File: src/sv/gray_histogram_equalizer_defines.svh
// Assertion macros shared by the histogram equalizer RTL.
`ifndef GRAY_HISTOGRAM_EQUALIZER_DEFINES_SVH
`define GRAY_HISTOGRAM_EQUALIZER_DEFINES_SVH

// a implies b in the same cycle
`define GHE_ASSERT_IMPL(lbl, a, b) \
  lbl: assert property (@(posedge clk) disable iff (rst) (a) |-> (b)) \
    else $error("assertion failed");

// a implies b in the next cycle
`define GHE_ASSERT_NEXT(lbl, a, b) \
  lbl: assert property (@(posedge clk) disable iff (rst) (a) |=> (b)) \
    else $error("assertion failed");

`endif

File: src/sv/ghe_pkg.sv
// Types and constants of the gray histogram equalizer.
package ghe_pkg;
  localparam int unsigned GRAY_W     = 8;
  localparam int unsigned GRAY_RECIP = 683;  // round-up of 2^11 / 3
  localparam int unsigned GRAY_SHIFT = 11;
  localparam int unsigned MAP_SCALE  = 255;

  typedef struct packed {
    logic [GRAY_W-1:0] gray;
    logic              mapping;
    logic              last;
  } ghe_item_t;

  typedef struct packed {
    logic      valid;
    ghe_item_t item;
  } ghe_q_t;

  typedef struct packed {
    logic pop;
    logic build_done;
    logic clearing;
  } ghe_ctl_t;

  typedef enum logic [2:0] {
    B_CLEAR,
    B_IDLE,
    B_HWRITE,
    B_MOUT,
    B_BREAD,
    B_BACC,
    B_BDIV,
    B_BWRITE
  } ghe_back_state_t;
endpackage

File: src/sv/ghe_front.sv
// Front part: takes pixels, forms the gray, tracks the pass and queues items.
module ghe_front import ghe_pkg::*; #(
  parameter int unsigned CW = 23
) (
  input  logic          clk,
  input  logic          rst,
  input  logic          start,
  output logic          busy,
  input  logic [7:0]    red,
  input  logic [7:0]    green,
  input  logic [7:0]    blue,
  input  logic [CW-1:0] n,
  input  ghe_ctl_t      ctl,
  output ghe_q_t        head
);
  logic [CW-1:0] counter;
  logic          phase;
  logic          hold;
  ghe_item_t     fifo [2];
  logic          wr_ptr, rd_ptr;
  logic [1:0]    fill;
  logic          accept, last;
  logic [9:0]    sum;
  logic [20:0]   prod;
  logic [CW:0]   next_cnt;
  ghe_item_t     item;

  assign sum      = 10'(red) + 10'(green) + 10'(blue);
  assign prod     = 21'(sum) * 21'(GRAY_RECIP);
  assign next_cnt = {1'b0, counter} + (CW+1)'(1);
  assign last     = next_cnt >= {1'b0, n};
  assign busy     = fill[1] | hold | ctl.clearing;
  assign accept   = start & ~busy;

  always_comb begin
    item.gray    = prod[GRAY_SHIFT +: GRAY_W];
    item.mapping = phase;
    item.last    = last;
  end

  always_ff @(posedge clk) begin
    if (rst) begin
      counter <= '0;
      phase   <= 1'b0;
      hold    <= 1'b0;
      wr_ptr  <= 1'b0;
      rd_ptr  <= 1'b0;
      fill    <= '0;
    end else begin
      if (accept) begin
        fifo[wr_ptr] <= item;
        wr_ptr       <= ~wr_ptr;
        if (last) begin
          counter <= '0;
          phase   <= ~phase;
          if (!phase) hold <= 1'b1;
        end else begin
          counter <= next_cnt[CW-1:0];
        end
      end
      if (ctl.build_done) hold <= 1'b0;
      if (ctl.pop) rd_ptr <= ~rd_ptr;
      fill <= fill + 2'(accept) - 2'(ctl.pop);
    end
  end

  assign head.valid = |fill;
  assign head.item  = fifo[rd_ptr];
endmodule

File: config.mk
export PLATFORM = sky130hd
export DESIGN_NAME = ghe_front
export DESIGN_NICKNAME = d
export VERILOG_FILES = /design/src/sv/gray_histogram_equalizer_defines.svh /design/src/sv/ghe_pkg.sv /design/src/sv/ghe_front.sv
export SDC_FILE = /design/constraint.sdc
export NUM_CORES = 1
export LEC_CHECK = 0
export BUFFER_PORTS_ARGS = -buffer_cell sky130_fd_sc_hd__buf_2
export CAP_MARGIN = 30
export CORE_ASPECT_RATIO = 0.5
export CORE_UTILIZATION = 65
export DETAILED_ROUTE_END_ITERATION = 6
export PLACE_DENSITY_LB_ADDON = 0.12
export SLEW_MARGIN = 40
export SYNTH_ARGS = -nofsm -noshare
export SYNTH_HDL_FRONTEND = slang
export SYNTH_SLANG_ARGS = --single-unit
File: constraint.sdc
create_clock -name clk -period 22.6 [get_ports clk]
set_input_delay 3.39 -clock clk [delete_from_list [all_inputs] [get_ports clk]]
set_output_delay 3.39 -clock clk [all_outputs]
set_load 0.005 [all_outputs]
-- Word-level counts from Yosys, hierarchy flattened
Memories as Yosys holds them, arrays and structs flattened. A register that Yosys moved wholly into a read port is not among the register bits.
Index checks and enable logic that the tools add are counted.
- register bits: 29
- latch bits: 0
- memory bits (writable): 20
- ROM bits: 0
- output and inout bits: 12
- logic and storage cells: 31
- memories: 1
- memories (memory ; words ; bits a word ; read ports ; clocked after memory_dff ; write ports ; RTL line ; RTL):
    fifo ; 2 ; 10 ; 1 ; 1 ; 1 ; ghe_front.sv:19 ; ghe_item_t fifo [2];
- $add $sub $neg: 5
- multiply operators: 1
- divide/modulo/power cells: 0
- $lt $le $gt $ge: 1
- equal/unequal tests: 0
- shift operators: 0
- mux-type cells: 6
- bitwise logic cells: 7
- reduce and logical (&&, ||, !) cells: 4
- operators with widths (kind ; count):
    adder 23 x 1 -> 24 bit, second input constant ; 1
    >= comparator 24 x 23 -> 1 bit ; 1
    2-to-1 mux 23 bit ; 1
    multiplier 10 x 10 -> 19 bit, second input constant ; 1
    adder 9 x 8 -> 10 bit ; 1
    adder 8 x 8 -> 9 bit ; 1
    2-to-1 mux 1 bit ; 5
    inverter 1 bit ; 4
    OR reduction 2 bit ; 2
    AND reduction 3 bit ; 1
    adder 2 x 1 -> 2 bit ; 1
    bitwise OR 1 bit ; 2
    AND reduction 2 bit ; 1
    subtractor 2 x 1 -> 2 bit ; 1
    AND 1 bit ; 1

-- Depth between registers and ports, before layout
Gate-level depths: netlist of the first run.
- depth in word-level cells: 7
- mapped depth: 29

-- Least setup slack after synthesis of the first run
No wires, ideal clock.
- path kind: input to register
- from: input port red[1]
- to: memory fifo[0][7] (netlist name), data pin
- setup time: 0.267 ns
- data arrival time: 9.222 ns
- required time: 22.333 ns
- path slack: 13.112 ns
- stages: 29
- buffers on the path: 0
- cell sequence: inv_1 -> fa_1 -> inv_1 -> ha_1 -> inv_1 -> fa_1 -> nor2b_1 -> o31a_1 -> nor2_1 -> nor2b_1 -> nor2_1 -> xnor2_1 -> xnor2_1 -> ha_1 -> inv_1 -> fa_1 -> inv_1 -> fa_1 -> inv_1 -> fa_1 -> inv_1 -> ha_1 -> o21ai_0 -> nor2_1 -> a2111oi_0 -> o21bai_1 -> a21o_1 -> o31ai_1 -> xnor2_1
- RTL lines (item ; RTL line ; RTL):
    start: declaration ; ghe_front.sv:9 ; input logic [7:0] red,
    end: declaration ; ghe_front.sv:19 ;

==> results of run 1 <==
-- area by class of cell --
class                      count  area (sq um)  share of cell area [%]
clock inverter                 2          12.5                   0.220
tap                          108           135                    2.37
timing repair buffer          69           360                    6.32
clock buffer                   6           150                    2.63
multi-input combinational    398          3550                    62.3
inverter                      77           289                    5.07
sequential                    50          1200                    21.1
-- routing by layer --
layer  GRT usage, %  up-vias
li1               -     2002
met1           33.4     1873
met2           41.8       76
met3           4.97        4
met4           3.97        0
met5              0        -
-- kinds of logic (layout without fill, tap and decap cells) --
family	after synthesis	count (layout)	synth area share [%]
flip-flops	50	50	23.1
XOR/XNOR	46	46	8.18
AO/OA/AOI/OAI	72	72	9.00
adder cells (fa/ha/maj)	118	118	32.4
buffers and inverters	96	154	8.59
multiplexers	11	11	2.38
AND/OR/NAND/NOR	151	151	16.3
-- sequential cells by signal, indices dropped and copies added, names as in the netlist, named ones only --
| register | count |
|---|---|
| phase | 1 |
| wr_ptr | 1 |
| counter | 23 |
| fifo | 20 |
| hold | 1 |
| rd_ptr | 1 |
| fill | 2 |
-- stage by stage --
step | std cells | setup WS, ns | hold slack, ns | util [%] | instance area, sq um
after floorplan | 544 | 13.11 | 0.451 | - | 5200
after global placement | 702 | 12.71 | 0.464 | 73.4 | 5530
after detailed placement | 702 | 12.42 | 0.473 | 73.4 | 5530
after CTS | 710 | 12.72 | 0.482 | 75.5 | 5700
after global routing | 710 | 12.16 | 0.513 | 75.6 | 5700
final | 710 | 12.71 | 0.481 | 75.6 | 5700
-- final timing paths --
| path | startpoint | endpoint | slack, ns | cells past startpoint |
|---|---|---|---|---|
| worst min register to register | counter[21]$_SDFFE_PP0P_ | counter[21]$_SDFFE_PP0P_ | 0.48 | 2 |
| worst max-delay path | red[1] | fifo[0][7]$_DFFE_PP_ | 12.71 | 30 |
| worst min-delay path | counter[21]$_SDFFE_PP0P_ | counter[21]$_SDFFE_PP0P_ | 0.48 | 2 |
| worst max register to register | counter[0]$_SDFFE_PP0P_ | phase$_SDFFE_PP0P_ | 18.66 | 15 |
-- cells in the final DEF, fill, tap and decap left out, types with 4 or more instances in the layout --
master,n
buf_4,6
and2_1,4
mux2_2,11
nand3b_1,8
buf_2,63
nor4_1,6
xor2_1,11
dfxtp_1,30
o21ai_0,6
a21o_1,14
inv_1,76
xnor2_1,32
nor2b_1,4
fa_1,28
ha_1,90
o211ai_1,10
a21oi_1,26
clkbuf_16,6
and3b_1,4
nor2_1,22
nand3_1,12
nand4_1,23
edfxtp_1,20
or2_2,4
nand2_1,34
a211oi_1,4
nor3_1,9
nor3b_1,5
-- worst max-delay path: cells and delay by family --
kind	cells	cell delay (ns)
XOR/XNOR	3	0.86
AND/OR/NAND/NOR	5	0.45
AO/OA/AOI/OAI	6	1.67
buffers and inverters	8	0.42
adder cells (fa/ha/maj)	8	3.11
==> results.json, run 1 <==
{
  "grt_pass1_vias": 3729,
  "diodes": 0,
  "io_buffers": 64,
  "final_hold_viol_count": 0,
  "synth_nets": 715,
  "start_util_pct": 68.9,
  "cap_violations": 0,
  "synth_area_sq_um": 5200,
  "areaGrowthSynthToFinish_pct": 9.63,
  "routed_via_density": 5.57,
  "clock-sinks": 50,
  "route.antenna.remaining_nets": 0,
  "htree_levels": 2,
  "crit_top_cell": "inv_1",
  "cts_tree": "done",
  "synth_area_leaders": "ha_1 22%, dfxtp_1 12%, edfxtp_1 12%, fa_1 11%, inv_1 5.5%",
  "clk-insertion-delay-late_ns": 0.29,
  "synth.distinct_cells": 51,
  "yosys.area.top_type_share_pct": 21.7,
  "io_pins": 65,
  "drive_gt1_share_pct": 16.4,
  "cts_hold_buf": 0,
  "grt_max_degree": 54,
  "grt_pass1_wl_um": 16400,
  "status": "complete, no violations",
  "cpPeakStageDelay_ns": 0.56,
  "grt-ovfl-total": 0,
  "wl_met1_um": 4730,
  "drt-pass1-iter-count": 4,
  "end_kind": "flip-flop",
  "skew_ns": 0.00769,
  "dp_hpwl_um": 7450,
  "start_kind": "input port",
  "critical_path_arrival_ns": 9.92,
  "top_layer": "met4",
  "yosys.cell_count.top_type": "ha_1",
  "synth_warnings": 0,
  "slew_violations": 0,
  "cts_max_path_buffers": 2,
  "track_usage_pct": 24.7,
  "wl_per_cell_um": 13.5,
  "gp_congestion": 0.841,
  "tns_ns": 0,
  "die_y_um": 65.2,
  "max_freq_mhz": 101,
  "period_share_pct": 43.8,
  "avgSynthCellArea_sq_um": 9.56,
  "crit_slowest_cell": "a2111oi_0",
  "die_area_sq_um": 8380,
  "ys_async_sr_fraction_pct": 0,
  "post_cts_buffers": 0,
  "dieWidth_um": 128,
  "post_cts_resized": 0,
  "antenna_found_initial": 0,
  "nets": 772,
  "cts_buffers": 5,
  "synth_ff_type": "dfxtp_1",
  "synthTopCellsByCount": "90 x ha_1, 76 x inv_1, 34 x nand2_1, 32 x xnor2_1, 30 x dfxtp_1",
  "min_path_type": "flip-flop to flip-flop",
  "syn_inst": 544,
  "nFillCells": 572,
  "setup_viol": 0,
  "fp-row-count": 22,
  "drt_iter0_markers": 229,
  "rsz0062_at_grt": "false",
  "tightest_slew_ns": 0.722,
  "crit_type": "input port to flip-flop",
  "synth_edf_count": 20,
  "synth_seq_cells": 50,
  "drc": 0,
  "ys_seq_area_share_pct": 23.1,
  "critPathRequiredTime_ns": 22.63,
  "synth_top_area_cell": "ha_1",
  "wl_um": 9590,
  "vias": 3955,
  "wl_met3_um": 398,
  "layout_min_cycle_time_ns": 9.89,
  "core_sq_um": 7540,
  "clkTransAtPathRegs_ns": 0.07,
  "max_slew_margin_pct": 51.5,
  "dr_wl_met2_um": 4430,
  "cts_root_buf": "clkbuf_16",
  "path_max_fanout": 7
}
Power of run 1 is not shown: default switching activity piles up to over one toggle a cycle in this logic, so the estimate is an artifact.
==> run 2, diff against run 1 <==
--- a/config.mk
+++ b/config.mk
@@ -5,10 +5,11 @@
 export SDC_FILE = /design/constraint.sdc
 export NUM_CORES = 1
 export LEC_CHECK = 0
+export ABC_AREA = 1
 export BUFFER_PORTS_ARGS = -buffer_cell sky130_fd_sc_hd__buf_2
 export CAP_MARGIN = 30
 export CORE_ASPECT_RATIO = 0.5
-export CORE_UTILIZATION = 65
+export CORE_UTILIZATION = 55
 export DETAILED_ROUTE_END_ITERATION = 6
 export PLACE_DENSITY_LB_ADDON = 0.12
 export SLEW_MARGIN = 40
==> constraint.sdc (replaced) <==
create_clock -name clk -period 8.7 [get_ports clk]
set_input_delay 1.305 -clock clk [delete_from_list [all_inputs] [get_ports clk]]
set_output_delay 1.305 -clock clk [all_outputs]
set_load 0.005 [all_outputs]
==> run 2 against run 1 <==
  * Clock skew decreased by 0.0038 ns
  * Non-clock buffer count down 4
  * Critical path depth up 2
  * Sequential share of layout area shrank 1.7 points
  * Clock-buffer cell count decreased by 1
  * Wire length is 16% higher
  * Die area rose by 27%
  * Setup slack got worse by 11 ns
  * Global-route usage is 2.4 points lower
  * Synthesized area up 7.7%
  * Final area up 8.9%
  * Critical path type unchanged
  * Critical endpoint is now fifo[1][6]$_DFFE_PP_
==> results.json, run 2 <==
{
  "seqCellArea_sq_um": 1200,
  "cpPeakStageDelay_ns": 0.53,
  "min_path_type": "flip-flop to flip-flop",
  "hold_end": "hold$_SDFFE_PP0P_",
  "ys_async_sr_fraction_pct": 0,
  "synth_warnings": 0,
  "cap_violations": 0,
  "reg2reg_depth": 17,
  "crit_type": "input port to flip-flop",
  "end_kind": "flip-flop",
  "start_util_pct": 58.0,
  "dp_hpwl_um": 9140,
  "min_from": "hold$_SDFFE_PP0P_",
  "cts_buffers": 5,
  "tightest_slew_ns": 0.704,
  "layout_min_cycle_time_ns": 6.79,
  "final_hold_viol_count": 0,
  "grt-ovfl-total": 0,
  "cts_hold_buf": 0,
  "whs_path_depth": 2,
  "cts_tree": "done",
  "max_slew_margin_pct": 53.0,
  "clk-insertion-delay-late_ns": 0.29,
  "tns_ns": 0,
  "reg2reg_slack_ns": 4.99,
  "final_core_util_pct": 64.2,
  "crit_slowest_cell": "fa_1",
  "r2r-end": "phase$_SDFFE_PP0P_",
  "dp.cells": 919,
  "drt_iter0_markers": 167,
  "dieWidth_um": 145,
  "synth_ff_type": "dfxtp_1",
  "multi_input_comb_area_sq_um": 3790,
  "io_buffers": 64,
  "antenna_found_initial": 0,
  "synth_area_leaders": "ha_1 20%, dfxtp_1 11%, edfxtp_1 11%, fa_1 10%, inv_1 9.8%",
  "core_sq_um": 9670,
  "skew_ns": 0.00388,
  "crit_top_cell": "inv_1",
  "slew_violations": 0,
  "drt-pass1-iter-count": 4,
  "path_max_fanout": 5,
  "diodes": 0,
  "synth_top_area_cell": "ha_1",
  "wl_um": 11100,
  "start_kind": "input port",
  "setup_viol": 0,
  "synthTopCellsByCount": "146 x inv_1, 142 x nand2_1, 90 x ha_1, 69 x nor2_1, 47 x a21oi_1",
  "critical_path_arrival_ns": 6.83,
  "htree_levels": 2,
  "cts_root_buf": "clkbuf_16",
  "synth_seq_cells": 50,
  "yosys.area.top_type_share_pct": 20.1,
  "areaGrowthSynthToFinish_pct": 10.8,
  "avgSynthCellArea_sq_um": 7.65,
  "syn_inst": 732,
  "top_register": "counter",
  "status": "complete, no violations",
  "synth.distinct_cells": 36,
  "nets": 962,
  "synth_edf_count": 20,
  "routed_via_density": 4.98,
  "rsz0062_at_grt": "false",
  "nFillCells": 874,
  "startpoint": "red[1]",
  "die_y_um": 73.4,
  "max_freq_mhz": 147,
  "vias": 4619,
  "wl_per_cell_um": 12.0,
  "grt_pass1_vias": 4412,
  "die_area_sq_um": 10600,
  "fp-row-count": 25,
  "post_cts_buffers": 0,
  "route.antenna.remaining_nets": 0,
  "final_common_cell": "inv_1",
  "drc": 0,
  "yosys.cell_count.top_type": "inv_1",
  "grt_max_degree": 43,
  "io_pins": 65,
  "clock-sinks": 50,
  "clkTransAtPathRegs_ns": 0.07,
  "post_cts_resized": 0,
  "gp_congestion": 0.936,
  "synth_nets": 903,
  "layout.cells.non_filler": 927,
  "grt_pass1_wl_um": 18800,
  "timing.rr.start": "counter[6]$_SDFFE_PP0P_",
  "period_share_pct": 78.0,
  "track_usage_pct": 22.3,
  "ys_seq_area_share_pct": 21.4,
  "cts_max_path_buffers": 2,
  "largest_reg_flops": 23,
  "drive_gt1_share_pct": 14.5,
  "critPathRequiredTime_ns": 8.75,
  "layout_common_cells": "146 x inv_1, 142 x nand2_1, 90 x ha_1",
  "synth_area_sq_um": 5600,
  "top_regs": "counter x23, fifo x20, fill x2"
}
==> run 2: layer usage <==
layer  routed length, um  share of wire, %  vias up  track usage, %
met5                   0                 0        -               0
met3                 233               2.1       13            2.15
met4                 157               1.4        0            5.96
li1                    -                 -     2443               -
met2                5570                50       68            43.8
met1                5170                46     2095            25.9
==> run 2: kinds of logic (layout without fill, tap and decap cells) <==
| family | Yosys count | after routing | share of synthesized area [%] |
|---|---|---|---|
| simple gates | 292 | 292 | 23.1 |
| buf+inv | 159 | 219 | 11.1 |
| fa+ha+maj | 118 | 118 | 30.1 |
| compound gates | 72 | 72 | 7.39 |
| flops | 50 | 50 | 21.4 |
| xor+xnor | 31 | 31 | 4.85 |
| mux | 10 | 10 | 2.01 |
==> run 2: area by class of cell <==
type	instances	area share (%)
repair buffers	65	5.28
multi-input cells	523	61.0
clock inverters	3	0.766
flip-flops and latches	50	19.4
well taps	135	2.72
clock buffers	5	2.02
inverters	146	8.83
==> run 2: metrics by stage <==
stage / setup WS, ns / instance area, sq um / hold WS (ns)
finish: 1.91 / 6210 / 0.481
global route: 1.55 / 6210 / 0.508
CTS: 1.91 / 6200 / 0.482
detailed placement: 1.62 / 6030 / 0.466
global placement: 1.77 / 6020 / 0.455
floorplan: 2.03 / 5600 / 0.437
==> run 2: worst max-delay path: cells and delay by family <==
kind                     cells  cell delay, ns
adder cells (fa/ha/maj)      8            3.18
AO/OA/AOI/OAI                5            0.78
AND/OR/NAND/NOR             10            1.03
buffers and inverters        9            0.52
==> run 2: worst max-delay path by stage <==
stage	cells after the start	slack [ns]	end
floorplan	31	2.03	fifo[0][4]$_DFFE_PP_
global placement	32	1.77	fifo[0][4]$_DFFE_PP_
detailed placement	32	1.62	fifo[0][4]$_DFFE_PP_
CTS	32	1.91	fifo[0][4]$_DFFE_PP_
global route	32	1.55	fifo[1][4]$_DFFE_PP_
finish	32	1.91	fifo[1][6]$_DFFE_PP_
Power of run 2 is left out for the same reason.
